`src/hdl/swr_pkg.sv`:
```
// ----------------------------------------------------------------------------
// swr_pkg
// Shared types and codes for the stack with indexed removal.
// ----------------------------------------------------------------------------
package swr_pkg;

    localparam int ID_W   = 32;
    localparam int TAG_W  = 64;
    localparam int POS_W  = 8;
    localparam int FILL_W = 8;
    localparam int REQ_W  = 3;

    localparam logic [REQ_W-1:0] REQ_PUSH   = 3'd0;
    localparam logic [REQ_W-1:0] REQ_POP    = 3'd1;
    localparam logic [REQ_W-1:0] REQ_PEEK   = 3'd2;
    localparam logic [REQ_W-1:0] REQ_COUNT  = 3'd3;
    localparam logic [REQ_W-1:0] REQ_REMOVE = 3'd4;

    typedef enum logic [1:0] {
        STAT_OK     = 2'd0,
        STAT_FULL   = 2'd1,
        STAT_EMPTY  = 2'd2,
        STAT_BADPOS = 2'd3
    } status_t;

    // move command for one storage cell
    typedef struct packed {
        logic shift_up;
        logic shift_down;
    } shift_cmd_t;

endpackage

```
`src/hdl/swr_ctrl.sv`:
```
// ----------------------------------------------------------------------------
// swr_ctrl
// Request decode, fill count and result formation for the cell chain.
// ----------------------------------------------------------------------------
module swr_ctrl
#(
    parameter int DEPTH = 128
)
(
    input  logic                                clk,
    input  logic                                rst_n,
    input  logic                                accept,
    input  logic [swr_pkg::REQ_W-1:0]           req_type,
    input  logic [swr_pkg::POS_W-1:0]           position,
    input  logic signed [swr_pkg::ID_W-1:0]     top_id,
    input  logic        [swr_pkg::TAG_W-1:0]    top_tag,
    output swr_pkg::shift_cmd_t                 cmd,
    output logic [$clog2(DEPTH)-1:0]            low_idx,
    output swr_pkg::status_t                    res_status,
    output logic signed [swr_pkg::ID_W-1:0]     res_id,
    output logic        [swr_pkg::TAG_W-1:0]    res_tag,
    output logic [swr_pkg::FILL_W-1:0]          res_fill
);

    localparam int CW   = $clog2(DEPTH + 1);
    localparam int IW   = $clog2(DEPTH);
    localparam int CMPW = (CW > swr_pkg::POS_W) ? CW : swr_pkg::POS_W;

    logic [CW-1:0]       count_reg;
    logic [CW-1:0]       count_next;
    logic [CMPW-1:0]     pos_diff;
    logic                pos_ok;
    swr_pkg::shift_cmd_t cmd_dec;

    assign pos_ok   = (position != '0) && (CMPW'(position) <= CMPW'(count_reg));
    assign pos_diff = CMPW'(count_reg) - CMPW'(position);

    always_comb
    begin
        res_status = swr_pkg::STAT_OK;
        res_id     = '0;
        res_tag    = '0;
        cmd_dec    = '0;
        low_idx    = '0;
        count_next = count_reg;
        case (req_type)
            swr_pkg::REQ_PUSH:
            begin
                if (count_reg == CW'(DEPTH))
                begin
                    res_status = swr_pkg::STAT_FULL;
                end
                else
                begin
                    cmd_dec.shift_up = 1'b1;
                    count_next       = count_reg + CW'(1);
                end
            end
            swr_pkg::REQ_POP, swr_pkg::REQ_PEEK:
            begin
                if (count_reg == '0)
                begin
                    res_status = swr_pkg::STAT_EMPTY;
                end
                else
                begin
                    res_id  = top_id;
                    res_tag = top_tag;
                    if (req_type == swr_pkg::REQ_POP)
                    begin
                        cmd_dec.shift_down = 1'b1;
                        count_next         = count_reg - CW'(1);
                    end
                end
            end
            swr_pkg::REQ_REMOVE:
            begin
                // cells from the removed slot toward the bottom pull up by one
                if (pos_ok)
                begin
                    cmd_dec.shift_down = 1'b1;
                    low_idx            = IW'(pos_diff);
                    count_next         = count_reg - CW'(1);
                end
                else
                begin
                    res_status = swr_pkg::STAT_BADPOS;
                end
            end
            swr_pkg::REQ_COUNT:
            begin
            end
            default:
            begin
            end
        endcase
    end

    assign cmd      = accept ? cmd_dec : '0;
    assign res_fill = swr_pkg::FILL_W'(count_next);

    always_ff @(posedge clk or negedge rst_n)
    begin
        if (!rst_n)
        begin
            count_reg <= '0;
        end
        else if (accept)
        begin
            count_reg <= count_next;
        end
    end

endmodule

```
`config.mk`:
```
export PLATFORM = sky130hd
export DESIGN_NAME = swr_ctrl
export DESIGN_NICKNAME = d
export VERILOG_FILES = /design/src/hdl/swr_pkg.sv /design/src/hdl/swr_ctrl.sv
export SDC_FILE = /design/constraint.sdc
export NUM_CORES = 1
export LEC_CHECK = 0
export ABC_AREA = 1
export BUFFER_PORTS_ARGS = -buffer_cell sky130_fd_sc_hd__buf_2
export CAP_MARGIN = 20
export CELL_PAD_IN_SITES_DETAIL_PLACEMENT = 1
export CELL_PAD_IN_SITES_GLOBAL_PLACEMENT = 2
export CORE_AREA = 3 3 123 125
export CTS_BUF_LIST = sky130_fd_sc_hd__clkbuf_8
export DETAILED_ROUTE_END_ITERATION = 12
export DIE_AREA = 0 0 126 128
export GPL_ROUTABILITY_DRIVEN = 0
export GPL_TIMING_DRIVEN = 1
export PLACE_DENSITY_LB_ADDON = 0.15
export SETUP_SLACK_MARGIN = 0.05
export SLEW_MARGIN = 20
export SYNTH_ARGS = -nofsm -noshare
export SYNTH_HDL_FRONTEND = slang
export SYNTH_SLANG_ARGS = --single-unit
export TNS_END_PERCENT = 30
```
`constraint.sdc`:
```
create_clock -name clk -period 4.55 [get_ports clk]
set_input_delay 0.91 -clock clk [delete_from_list [all_inputs] [get_ports clk]]
set_output_delay 0.91 -clock clk [all_outputs]
set_load 0.03 [all_outputs]
```
==> summary.txt <==
Status
  • Status: finished, final reports clean

Setup path
  • CP arrival: 2.73 ns
  • Critical Path RT: 3.64 ns
  • Max stage delay on crit path: 0.30 ns
  • Critical path, cell by cell: buf_2, inv_1, ha_1, inv_1, nor3_2, nand4_1, nand2_2, nand3_2, a21oi_1, o21a_1, buf_2
  • Setup CP Type: in2out
  • CP max-delay cell: ha_1
  • CP endpoint kind: primary output
  • WP buf/inv: 4
  • Crit path max-delay family: simple AND/OR/NAND/NOR gates
  • Startpoint types: primary input
  • Crit Path Max Fanout: 9

Job
  • Max Cap Violations: 0

Final layout
  • Final antenna diode count: 0
  • Layout area overhead: 53.8%
  • Nets: 795
  • Layout cell share with drive strength beyond 1: 39.5%
  • Final core utilization: 26.2%
  • Number of flip-flops in the largest register: 8

Global route
  • Antenna violations before repair: 0
  • Largest net degree at the start of global routing: 97
  • Total congestion overflow: 0
  • Vias in the first global route: 3356
  • Global-route wire length before repair: 17.8 mm
  • All-Layer GR Usage: 13.4%

Timing
  • Worst-margin pin slew: 0.924 ns
  • Final number of max-transition violations: 0
  • Final clock skew: 0.00705 ns
  • F_max: 0.275 GHz
  • Period utilization: 79.9%
  • Final Hold Viols: 0
  • Final Worst Setup Slack: 0.914 ns
  • Unrepaired setup endpoints after global routing: false
  • Worst hold slack: 0.519 ns
  • Setup violators final: 0
  • Slew HR: 38.4%
  • Minimum clock period: 3.64 ns
  • Sum Neg Setup Slack: 0 ns

Die
  • Site row count: 43
  • I/O Pins: 225
  • CORE AREA: 14000 um^2
  • Starting density of the core: 17.0%
  • Die ar.: 16100 um^2
  • Die width: 126 um
  • Die Y: 128 um

Pwr
  • LEAKAGE: 2.60 nW
  • Power per Cell Area: 419 nW/um^2
  • Worst VDD drop: 0.209 mV

Synthesis
  • Post-Synth XOR/XNOR Area: 2.94%
  • Post-synthesis mux area share: 0%
  • Syn_nets: 582
  • Yosys warns: 0
  • Synth Area in Compound Gates: 6.10%
  • #FFs+latches synth: 8
  • Number of enable flip-flop cells after synthesis: 0
  • Largest family of logic cells by synthesized area: simple AND/OR/NAND/NOR gates
  • Post-Syn Area per Cell: 5.24 um^2
  • Area leader, netlist: inv_1
  • Mapped Area: 2380 um^2
  • Synth unique cells: 34
  • Top_reg_cell synth: dfrtp_1
  • Synth Area in Simple Gates: 47.1%
  • Async set-reset flop share out of synthesis: 100%
  • Adder-cell share of the synthesized area: 9.77%
  • Share of the synthesized area in the top cell type: 18.9%
  • Synth top area cells: inv_1, nor2_1, nand2_1
  • Synthesized instance count: 454
  • Post-synthesis sequential area ratio: 8.41%

Clock network
  • Post-CTS setup buffer count: 0
  • CTS tree: done
  • PostCTS Resize Cnt: 0
  • Worst skew pair latency: 0.23 ns
  • Hold buffers post-CTS: 0
  • Clock tree root buffer cell: clkbuf_8
  • CTS sink count: 8
  • Clk pin slew, worst setup/hold paths: 0.04 ns
  • Maximum clock insertion buffer count: 2
  • H-tree Lvls: 1
  • CTS buffer count: 3

Placement
  • Hpwl dp: 10.3 mm
  • Setup WS pre-CTS: 0.880 ns
  • Port bufs: 224

Detailed routing
  • DRT Wirelength: 11.8 mm
  • DRT Pass-1 Iters: 4
  • Via Count: 3332
  • Drt wl/cell: 14.0 um
  • Vias per std cell: 3.94
  • Iter 0 DRT Violations: 86
  • DRC: 0
  • Antenna viol nets, final: 0

Worst hold path
  • Worst hold path class: in2async
-- kinds of logic (layout without fill, tap and decap cells) --
family                   count (synthesis)  in the layout
AND/OR/NAND/NOR                        246            246
XOR/XNOR                                 8              8
adder cells (fa/ha/maj)                 18             18
buffers and inverters                  148            359
AO/OA/AOI/OAI                           26             26
flip-flops                               8              8
-- area by class of cell --
type                    instances  area [um^2]
repair buffers                225         1130
well taps                     180          225
fillers                      1912        10300
clock buffers                   3         41.3
inverters                     131          492
flip-flops and latches          8          200
multi-input cells             298         1570
-- routing by layer --
metal | vias to the layer above | global-route usage, % | part of all wire (%)
met5 | - | 0 | 0
met4 | 0 | 2.90 | 1.6
met3 | 14 | 2.33 | 6.2
met2 | 121 | 25.4 | 52
met1 | 1462 | 15.7 | 40
li1 | 1735 | - | -
-- cell usage after synthesis, drive strengths merged (2+ instances only) --
cell     n
nor4     2
nand4   10
ha      17
a21oi   16
xnor2    2
xor2     6
buf     17
inv    130
nand3   23
nand2   76
dfrtp    8
a31oi    2
o21ai    6
nor2   123
nor3    10
-- metrics by stage --
stage / std cells / power [mW] / cell area (um^2)
floorplan: 454 / 1.12 / 2380
global placement: 842 / 1.47 / 3620
detailed placement: 842 / 1.47 / 3620
CTS: 845 / 1.57 / 3660
global route: 845 / 1.69 / 3660
finish: 845 / 1.53 / 3660
-- report_power, final --
part / leakage [nW] / switching, mW / internal, mW
sequential: 0.104 / 0.109 / 0.101
clock: 0.0216 / 0.0280 / 0.0573
combinational: 2.47 / 0.855 / 0.384
-- cell usage in the layout (no fill, tap or decap), types with 2 or more instances in the layout --
| cell | netlist | layout |
|---|---|---|
| inv_1 | 120 | 120 |
| nor3_2 | 2 | 2 |
| nor4_1 | 2 | 2 |
| o21ai_0 | 5 | 5 |
| buf_2 | 9 | 224 |
| xor2_1 | 6 | 6 |
| nor2_1 | 119 | 119 |
| nand3_2 | 8 | 8 |
| nor2_2 | 2 | 2 |
| nand2_1 | 69 | 69 |
| xnor2_1 | 2 | 2 |
| nor3_1 | 7 | 7 |
| a31oi_1 | 2 | 2 |
| a21oi_2 | 2 | 2 |
| nand3_1 | 14 | 14 |
| nand2_2 | 7 | 6 |
| nand4_1 | 10 | 10 |
| inv_2 | 10 | 10 |
| clkbuf_8 | 0 | 3 |
| ha_1 | 17 | 17 |
| a21oi_1 | 14 | 14 |
| dfrtp_1 | 8 | 8 |
-- worst reg2reg max path, delay by kind of cell, from the launching register on --
family | cells | cell delay (ns)
AOI/OAI and AO/OA | 1 | 0.15
and+or+nand+nor | 11 | 0.97
buffers and inverters | 1 | 0.24
DFF | 1 | 0.66
adders and majority gates | 1 | 0.24
-- path summary, 6_finish.rpt --
| kind | startpoint | endpoint | slack (ns) | cells past startpoint |
|---|---|---|---|---|
| setup / recovery | position[4] | low_idx[5] | 0.91 | 11 |
| hold / removal | rst_n | count_reg[1] | 0.52 | 1 |
| setup reg to reg | count_reg[3] | count_reg[2] | 2.18 | 14 |
| hold reg to reg | count_reg[7] | count_reg[7] | 0.64 | 2 |
| max in group asynchronous | rst_n | count_reg[3] | 3.85 | 1 |
| min in group clk | count_reg[7] | count_reg[7] | 0.64 | 2 |
Power figures use the tool's default switching activity.
