[src/hdl/swr_pkg.sv]
// ----------------------------------------------------------------------------
// swr_pkg
// Shared types and codes for the stack with indexed removal.
// ----------------------------------------------------------------------------
package swr_pkg;

    localparam int ID_W   = 32;
    localparam int TAG_W  = 64;
    localparam int POS_W  = 8;
    localparam int FILL_W = 8;
    localparam int REQ_W  = 3;

    localparam logic [REQ_W-1:0] REQ_PUSH   = 3'd0;
    localparam logic [REQ_W-1:0] REQ_POP    = 3'd1;
    localparam logic [REQ_W-1:0] REQ_PEEK   = 3'd2;
    localparam logic [REQ_W-1:0] REQ_COUNT  = 3'd3;
    localparam logic [REQ_W-1:0] REQ_REMOVE = 3'd4;

    typedef enum logic [1:0] {
        STAT_OK     = 2'd0,
        STAT_FULL   = 2'd1,
        STAT_EMPTY  = 2'd2,
        STAT_BADPOS = 2'd3
    } status_t;

    // move command for one storage cell
    typedef struct packed {
        logic shift_up;
        logic shift_down;
    } shift_cmd_t;

endpackage

[src/hdl/swr_cell.sv]
// ----------------------------------------------------------------------------
// swr_cell
// One stack slot: holds an entry, loads from the neighbor above or below.
// ----------------------------------------------------------------------------
module swr_cell
(
    input  logic                                clk,
    input  swr_pkg::shift_cmd_t                 cmd,
    input  logic signed [swr_pkg::ID_W-1:0]     above_id,
    input  logic        [swr_pkg::TAG_W-1:0]    above_tag,
    input  logic signed [swr_pkg::ID_W-1:0]     below_id,
    input  logic        [swr_pkg::TAG_W-1:0]    below_tag,
    output logic signed [swr_pkg::ID_W-1:0]     id,
    output logic        [swr_pkg::TAG_W-1:0]    tag
);

    logic signed [swr_pkg::ID_W-1:0]  id_reg;
    logic signed [swr_pkg::ID_W-1:0]  id_next;
    logic        [swr_pkg::TAG_W-1:0] tag_reg;
    logic        [swr_pkg::TAG_W-1:0] tag_next;

    always_comb
    begin
        id_next  = id_reg;
        tag_next = tag_reg;
        if (cmd.shift_up)
        begin
            id_next  = above_id;
            tag_next = above_tag;
        end
        else if (cmd.shift_down)
        begin
            id_next  = below_id;
            tag_next = below_tag;
        end
    end

    always_ff @(posedge clk)
    begin
        id_reg  <= id_next;
        tag_reg <= tag_next;
    end

    assign id  = id_reg;
    assign tag = tag_reg;

endmodule

[config.mk]
export PLATFORM = sky130hd
export DESIGN_NAME = swr_cell
export DESIGN_NICKNAME = d
export VERILOG_FILES = /design/src/hdl/swr_pkg.sv /design/src/hdl/swr_cell.sv
export SDC_FILE = /design/constraint.sdc
export NUM_CORES = 1
export LEC_CHECK = 0
export ABC_AREA = 0
export BUFFER_PORTS_ARGS = -buffer_cell sky130_fd_sc_hd__buf_2
export CAP_MARGIN = 20
export CORE_MARGIN = 8
export CORE_UTILIZATION = 45
export DETAILED_ROUTE_END_ITERATION = 8
export PLACE_DENSITY_LB_ADDON = 0.25
export SLEW_MARGIN = 20
export SYNTH_ARGS = -nofsm -noshare
export SYNTH_HDL_FRONTEND = slang
export SYNTH_SLANG_ARGS = --single-unit
[constraint.sdc]
create_clock -name clk -period 8.6 [get_ports clk]
set_clock_uncertainty 0.2 [all_clocks]
set_input_delay 2.15 -clock clk [delete_from_list [all_inputs] [get_ports clk]]
set_output_delay 2.15 -clock clk [all_outputs]
set_load 0.05 [all_outputs]
==> results.cfg, run 1 <==
[run_status]
status = finished, final reports clean

[sta]
timing.final.crit_share_pct = 49.81
rsz0062_at_grt = false
setup_viol_count_final = 0
finalCriticalPeriod_ns = 4.283
maxSlewHeadroom_pct = 52.46
slew_viol_final = 0
max_freq_mhz = 233.5
final.setup.tns_ns = 0
hold_viol = 0
tightest_slew_ns = 0.7131

[clock_network]
tritoncts.num_buffers = 9
cts_max_level = 3
cts_hold_buf = 0
cts_root_buffer = clkbuf_8
postCtsSetupRepairBufs = 0
post_cts_resized = 0
clock_path_buffers = 2
cts_tree = yes
path_clk_slew_ns = 0.09
cts_sinks = 96

[placement]
port-buffer-count = 290
place_area_mm2 = 0.005689
place_congestion = 0.8168
place.detailed.hpwl_um = 10040

[drt]
wl_um = 12370
vias = 2901
drt_iter0_drc = 91
dr.pass1.iters = 4
drtAntennaViolNets = 0
via_per_inst = 4.740
drc = 0
wl_per_cell_um = 20.21

[grt]
grt_pass1_wl_um = 18630
grt_max_degree = 53
grt_pass1_vias = 3286
grt_usage_pct = 19.32
grt_overflow = 0
antenna_found_initial = 0

[setup_path]
crit_slowest_cell = buf_4
crit_top_cell = buf_4
required_ns = 8.38
cp_data_arrival_time_ns = 4.07
critPathKind = primary input to flop
crit_path_cell_trace = buf_4 -> or2_4 -> buf_4
cpLargestDelayFamily = buffers and inverters
cp-end-kind = flop
cp_num_buf_inv = 2
cp-start-kind = primary input
cp_max_fo = 52
worst-path-stages = 3
startpoint = cmd[1]
max_stage_delay_ns = 0.66
setup.worst_path.end = tag[29]

[min_path]
hp-class = primary input to flop

[yosys]
ys.warnings.count = 0
syn_avg_cell_area_um2 = 20.42
ys_ff_latch = 96
synth.area.top_cells = edfxtp_1, mux2_2, mux2_4
synthesis.nets = 399
yosysSeqAreaShare_pct = 69.21
yosysTopAreaCell = edfxtp_1
syn-cell-area_mm2 = 0.004165
syn_inst = 204
yosysTopAreaCellShare_pct = 69.21
yosysUniqueCellTypes = 6

[die]
dieArea_mm2 = 0.01259
core.rowCount = 35
initial_core_util_pct = 45.73
boundaryPins = 291
core_mm2 = 0.009109
die_h_um = 112.2
die_w_um = 112.2

[cells_and_area]
final_cell_mix = buf_2, edfxtp_1, mux2_2
drive_gt1_share_pct = 80.84
area_delta_synth_final_pct = 41.84
diodes = 0
final_core_util_pct = 64.86
largest_reg_flops = 64
final_area_mm2 = 0.005908
final_common_cell = buf_2
nNetsFinal = 691

[pwr]
peakVddDrop_mv = 0.09744
p_per_area_mw_per_mm2 = 212.5
power_mw = 1.256
leakage_nw = 2.743

[flow_run]
drv_cap = 0
-- metrics by stage --
stage          std cells  hold slack (ns)  setup WS [ns]
2_1_floorplan        204            2.167          3.262
4_1_cts              612            1.858          4.338
3_3_place_gp         596            2.251          4.039
5_1_grt              612            1.863          4.215
6_report             612            1.889          4.317
3_5_place_dp         596            2.253          3.934
-- per-layer routing --
layer	vias up	routed length, um	global-route usage (%)	part of all wire, %
li1	1384	-	-	-
met1	1325	4532	19.50	37
met2	177	6399	34.73	52
met3	15	1242	8.159	10
met4	0	196	7.194	1.6
met5	-	0	0	0
-- logic make-up after synthesis --
group	synth area share (%)
mux	28.57
simple gates	0.1503
buf+inv	2.073
flops	69.21
-- how the worst min path moves through the flow --
stage | startpoint | endpoint | slack, ns | cells after the start
after floorplan | above_id[0] | id[0] | 2.17 | 1
after global placement | below_id[2] | id[2] | 2.25 | 2
after detailed placement | above_id[25] | id[25] | 2.25 | 2
after CTS | above_id[25] | id[25] | 1.86 | 2
after global routing | below_id[25] | id[25] | 1.86 | 2
final | above_id[25] | id[25] | 1.89 | 2
-- final cells by class --
class / instances / area, um^2
Multi-Input combinational cell: 97 / 1199
Timing Repair Buffer: 292 / 1469
Clock inverter: 7 / 95.09
Tap cell: 111 / 138.9
Fill cell: 729 / 3201
Sequential cell: 96 / 2883
Clock buffer: 9 / 123.9
-- Yosys cell counts --
cell and count:
mux2_2 67, or2_1 1, buf_6 5, edfxtp_1 96
mux2_4 29, buf_2 6
-- report_power, final --
group,leakage [nW],switching [mW],internal [mW]
Combinational,1.66,0.247,0.103
Sequential,0.978,0.0120,0.574
Clock,0.110,0.156,0.164
Note: power is estimated with default switching activity, not from simulation.
==> run 2: changes to the inputs <==
ABC_AREA = 1   (was 0)
CORE_UTILIZATION = 37   (was 45)
clock period = 3.7 ns   (was 8.6 ns; I/O delays follow)
==> run 2 against run 1 <==
  * Critical path depth is 2 lower
  * Design area is 1.4% lower
  * Power is 130% higher
  * Final cell count is 36% higher
  * Combinational power is 130% higher
  * Global-route usage is 2.1 points lower
  * Via count is 28% higher
  * Largest cell class unchanged
  * Sequential share of layout area is 0.67 points higher
  * Clock-buffer cell count is 1 higher
  * Synthesized cell count is 100% higher
  * Clock power is 110% higher
==> results.cfg, run 2 <==
[run_status]
status = finished, final reports clean

[setup_path]
critPathKind = flop to output port
cp_max_fo = 1
crit_path_cell_trace = buf_2
cp_num_buf_inv = 1
cp-start-kind = flop
startpoint = id[8]
cpLargestDelayFamily = flip-flops
crit_slowest_cell = edfxtp_1
max_stage_delay_ns = 0.37
worst-path-stages = 1
cp-end-kind = output port
setup.worst_path.end = id[8]
cp_data_arrival_time_ns = 1.00
required_ns = 2.57

[cells_and_area]
drive_gt1_share_pct = 44.60
fin_cells = 835
largest_reg_flops = 64
final_common_cell = buf_2
area_delta_synth_final_pct = 41.41
fillers = 1021
register_area_mm2 = 0.002883
multi_input_area_mm2 = 0.001090
final_cell_mix = buf_2, nand2_1, edfxtp_1
nNetsFinal = 885
diodes = 0

[placement]
place_congestion = 0.7730
dp_cells = 819
port-buffer-count = 290
place.detailed.hpwl_um = 10260

[yosys]
yosysTopAreaCellShare_pct = 69.95
yosysSeqAreaShare_pct = 69.95
netlist_top_cells_count = nand2_1, edfxtp_1, buf_2, buf_6
yosysUniqueCellTypes = 7
syn_inst = 407
ys.flop_type = edfxtp_1
synth_most_common_cell = nand2_1
synth.area.top_cells = edfxtp_1, nand2_1, buf_2
synthesis.nets = 602
syn-cell-area_mm2 = 0.004121
async_reset_ff_share_pct = 0
ys_ff_latch = 96
ys.warnings.count = 0
yosysTopAreaCell = edfxtp_1
syn_avg_cell_area_um2 = 10.13
synth-edff-count = 96

[drt]
highest_layer = met4
drt_iter0_drc = 208
wl_met3_um = 1720
dr.pass1.iters = 5
wl_um = 13360
drtAntennaViolNets = 0
via_per_inst = 4.459
wl_per_cell_um = 16.00
met1Wirelength_um = 4829
drc = 0
vias = 3723
wl_met2_um = 6679

[sta]
tightest_slew_ns = 0.9164
rsz0062_at_grt = false
finalCriticalPeriod_ns = 2.127
maxSlewHeadroom_pct = 38.91
max_freq_mhz = 470.1
slew_viol_final = 0
timing.final.crit_share_pct = 57.49
final.setup.tns_ns = 0
hold_viol = 0
setup_viol_count_final = 0

[die]
dieArea_mm2 = 0.01477
core_mm2 = 0.01084
die_h_um = 121.5
die_w_um = 121.5
core.rowCount = 38
initial_core_util_pct = 38.02
boundaryPins = 291

[clock_network]
cts_sinks = 96
cts_max_level = 3
postCtsSetupRepairBufs = 0
cts_root_buffer = clkbuf_8
cts_tree = yes
clock_path_buffers = 2
tritoncts.num_buffers = 9
post_cts_resized = 0
cts_hold_buf = 0
path_clk_slew_ns = 0.10

[grt]
grt_max_degree = 97
grt_pass1_vias = 3864
grt_overflow = 0
grt_usage_pct = 17.18
antenna_found_initial = 0
grt_pass1_wl_um = 19810

[pwr]
peakVddDrop_mv = 0.2165
p_per_area_mw_per_mm2 = 486.4
leakage_nw = 3.103

[min_path]
hp-class = primary input to flop
hold_start = below_tag[55]

[flow_run]
drv_cap = 0
## run 2: logic make-up after synthesis
group / Yosys count / synth area share, %
AND/OR/NAND/NOR: 289 / 26.38
flip-flops: 96 / 69.95
buffers and inverters: 22 / 3.673
## run 2: cell type report
class                      instances  share of cell area (%)
timing repair buffer             293                   25.50
tap                              140                   3.006
clock inverter                     6                   1.030
clock buffer                      10                   2.190
inverter                           1                  0.1073
multi-input combinational        289                   18.70
sequential                        96                   49.46
## run 2: layer usage
metal | GRT usage (%) | up-vias
met3 | 7.404 | 9
met2 | 29.58 | 212
met1 | 18.74 | 1637
li1 | - | 1865
met5 | 0 | -
met4 | 5.474 | 0
## run 2: how the worst min path moves through the flow
stage,endpoint,slack [ns],depth (start not counted)
finish,tag[55],0.63,3
floorplan,id[0],0.90,2
global placement,tag[9],0.99,3
CTS,tag[43],0.60,3
detailed placement,tag[1],0.99,3
global route,tag[25],0.60,3
## run 2: where the power goes
group | leakage (nW) | switching [mW] | total, mW | internal (mW)
combinational | 2.02 | 0.608 | 0.798 | 0.190
sequential | 0.989 | 0.0295 | 1.36 | 1.33
clock | 0.0920 | 0.365 | 0.674 | 0.310
total | 3.10 | 1.00 | 2.84 | 1.83
## run 2: per-stage QoR
| step | worst slack, ns | hold slack [ns] | instance area [um^2] | power (mW) | utilization [%] |
|---|---|---|---|---|---|
| floorplan | 0.6986 | 0.9036 | 4121 | 1.940 | - |
| CTS | 1.537 | 0.6017 | 5828 | 2.868 | 53.76 |
| global route | 1.518 | 0.6014 | 5828 | 2.952 | 53.76 |
| detailed placement | 1.273 | 0.9932 | 5640 | 2.194 | 52.03 |
| finish | 1.573 | 0.6281 | 5828 | 2.835 | 53.76 |
| global placement | 1.325 | 0.9869 | 5640 | 2.182 | 52.03 |
==> run 3: changes to the inputs <==
ABC_AREA = 0   (was 1)
clock period = 1.8 ns   (was 3.7 ns; I/O delays follow)
==> run 3 against run 2 <==
  * First-iteration DRC count decreased by 25%
  * Power rose by 130%
  * Clock-buffer cell count up 2
  * Wire length shrank 7.4%
  * Critical path depth unchanged
  * Sequential power increased by 110%
  * Non-clock buffer count is 3 higher
  * Combinational power is 110% higher
  * Critical path type unchanged
  * Clock power rose to 2.9 times the previous value
  * Flip-flop and latch count is the same
  * Critical endpoint is now id[23]
  * Core utilization increased by 2.1 points
==> results.cfg, run 3 (synthesis results as in run 1) <==
[die]
core.rowCount = 38
dieArea_mm2 = 0.01491
die_w_um = 122.1
core_mm2 = 0.01094
boundaryPins = 291
initial_core_util_pct = 38.09
die_h_um = 122.1

[setup_path]
cp-start-kind = flop
crit_slowest_cell = edfxtp_1
required_ns = 1.15
max_stage_delay_ns = 0.39
cp_num_buf_inv = 1
cp-end-kind = output port
cp_data_arrival_time_ns = 0.95
cpLargestDelayFamily = flip-flops
cp_max_fo = 1
critPathKind = flop to output port
crit_path_cell_trace = buf_2

[grt]
grt_max_degree = 53
antenna_found_initial = 0
grt_pass1_wl_um = 18150
grt_pass1_vias = 3371
grt_overflow = 0
grt_usage_pct = 15.93

[drt]
wl_um = 12370
via_per_inst = 4.605
vias = 2970
drtAntennaViolNets = 0
wl_per_cell_um = 19.18
dr.pass1.iters = 4
drc = 0
drt_iter0_drc = 155

[sta]
max_freq_mhz = 624.6
final.setup.tns_ns = 0
timing.final.crit_share_pct = 88.94
rsz0062_at_grt = false
tightest_slew_ns = 0.2789
maxSlewHeadroom_pct = 81.41
finalCriticalPeriod_ns = 1.601
hold_viol = 0
slew_viol_final = 0
setup_viol_count_final = 0

[cells_and_area]
final_core_util_pct = 55.88
diodes = 0
final_common_cell = buf_2
final_cell_mix = buf_2, edfxtp_1, mux2_2
area_delta_synth_final_pct = 46.71
largest_reg_flops = 64
final_area_mm2 = 0.006111
nNetsFinal = 695
drive_gt1_share_pct = 80.20

[clock_network]
cts_root_buffer = clkbuf_16
cts_hold_buf = 0
postCtsSetupRepairBufs = 0
cts_max_level = 3
clock_path_buffers = 2
tritoncts.num_buffers = 9
cts_tree = yes
path_clk_slew_ns = 0.06
cts_sinks = 96
post_cts_resized = 0

[min_path]
hold_depth = 2
hp-class = primary input to flop
whs_endpoint = id[25]
hold_start = above_id[25]

[placement]
port-buffer-count = 290
place_congestion = 0.7680
place.detailed.hpwl_um = 10100
place_area_mm2 = 0.005806

[flow_run]
drv_cap = 0

[pwr]
peakVddDrop_mv = 0.4024
leakage_nw = 2.821
p_per_area_mw_per_mm2 = 1055

[run_status]
status = finished, final reports clean
## run 3: cell type report
class                      count  area (um^2)
fill                         898         4825
clock buffer                  12        236.5
timing repair buffer         296         1549
tap                          140        175.2
sequential                    96         2883
multi-input combinational     97         1199
clock inverter                 4        68.82
## run 3: worst max path at each step
stage              end     from  depth (start not counted)
2_1_floorplan    id[0]   cmd[1]                          4
3_3_place_gp   tag[32]   cmd[1]                          3
6_report        id[23]   id[23]                          1
4_1_cts        tag[61]  tag[61]                          1
5_1_grt        tag[61]  tag[61]                          1
3_5_place_dp   tag[30]   cmd[1]                          3
## run 3: metrics by stage
step	hold WS (ns)	std cells	power [mW]	worst slack [ns]
4_1_cts	0.2011	645	6.539	0.1656
6_report	0.2166	645	6.448	0.1990
3_3_place_gp	0.5512	629	4.534	0.1121
5_1_grt	0.2091	645	6.702	0.1312
3_5_place_dp	0.5545	629	4.555	0.08257
2_1_floorplan	0.4675	204	4.032	-0.3725
## run 3: power breakdown
part           total (mW)  switching [mW]  internal [mW]  leakage [nW]
Sequential           2.81          0.0603           2.75         0.978
Combinational        1.68            1.17          0.508          1.69
Clock                1.97           0.754           1.21         0.148
Total                6.45            1.98           4.47          2.82
## run 3: metal layers
layer,GRT usage (%),wire [um]
met1,16.30,4207
met2,27.64,6186
met3,7.774,1775
met4,5.941,204
met5,0,0
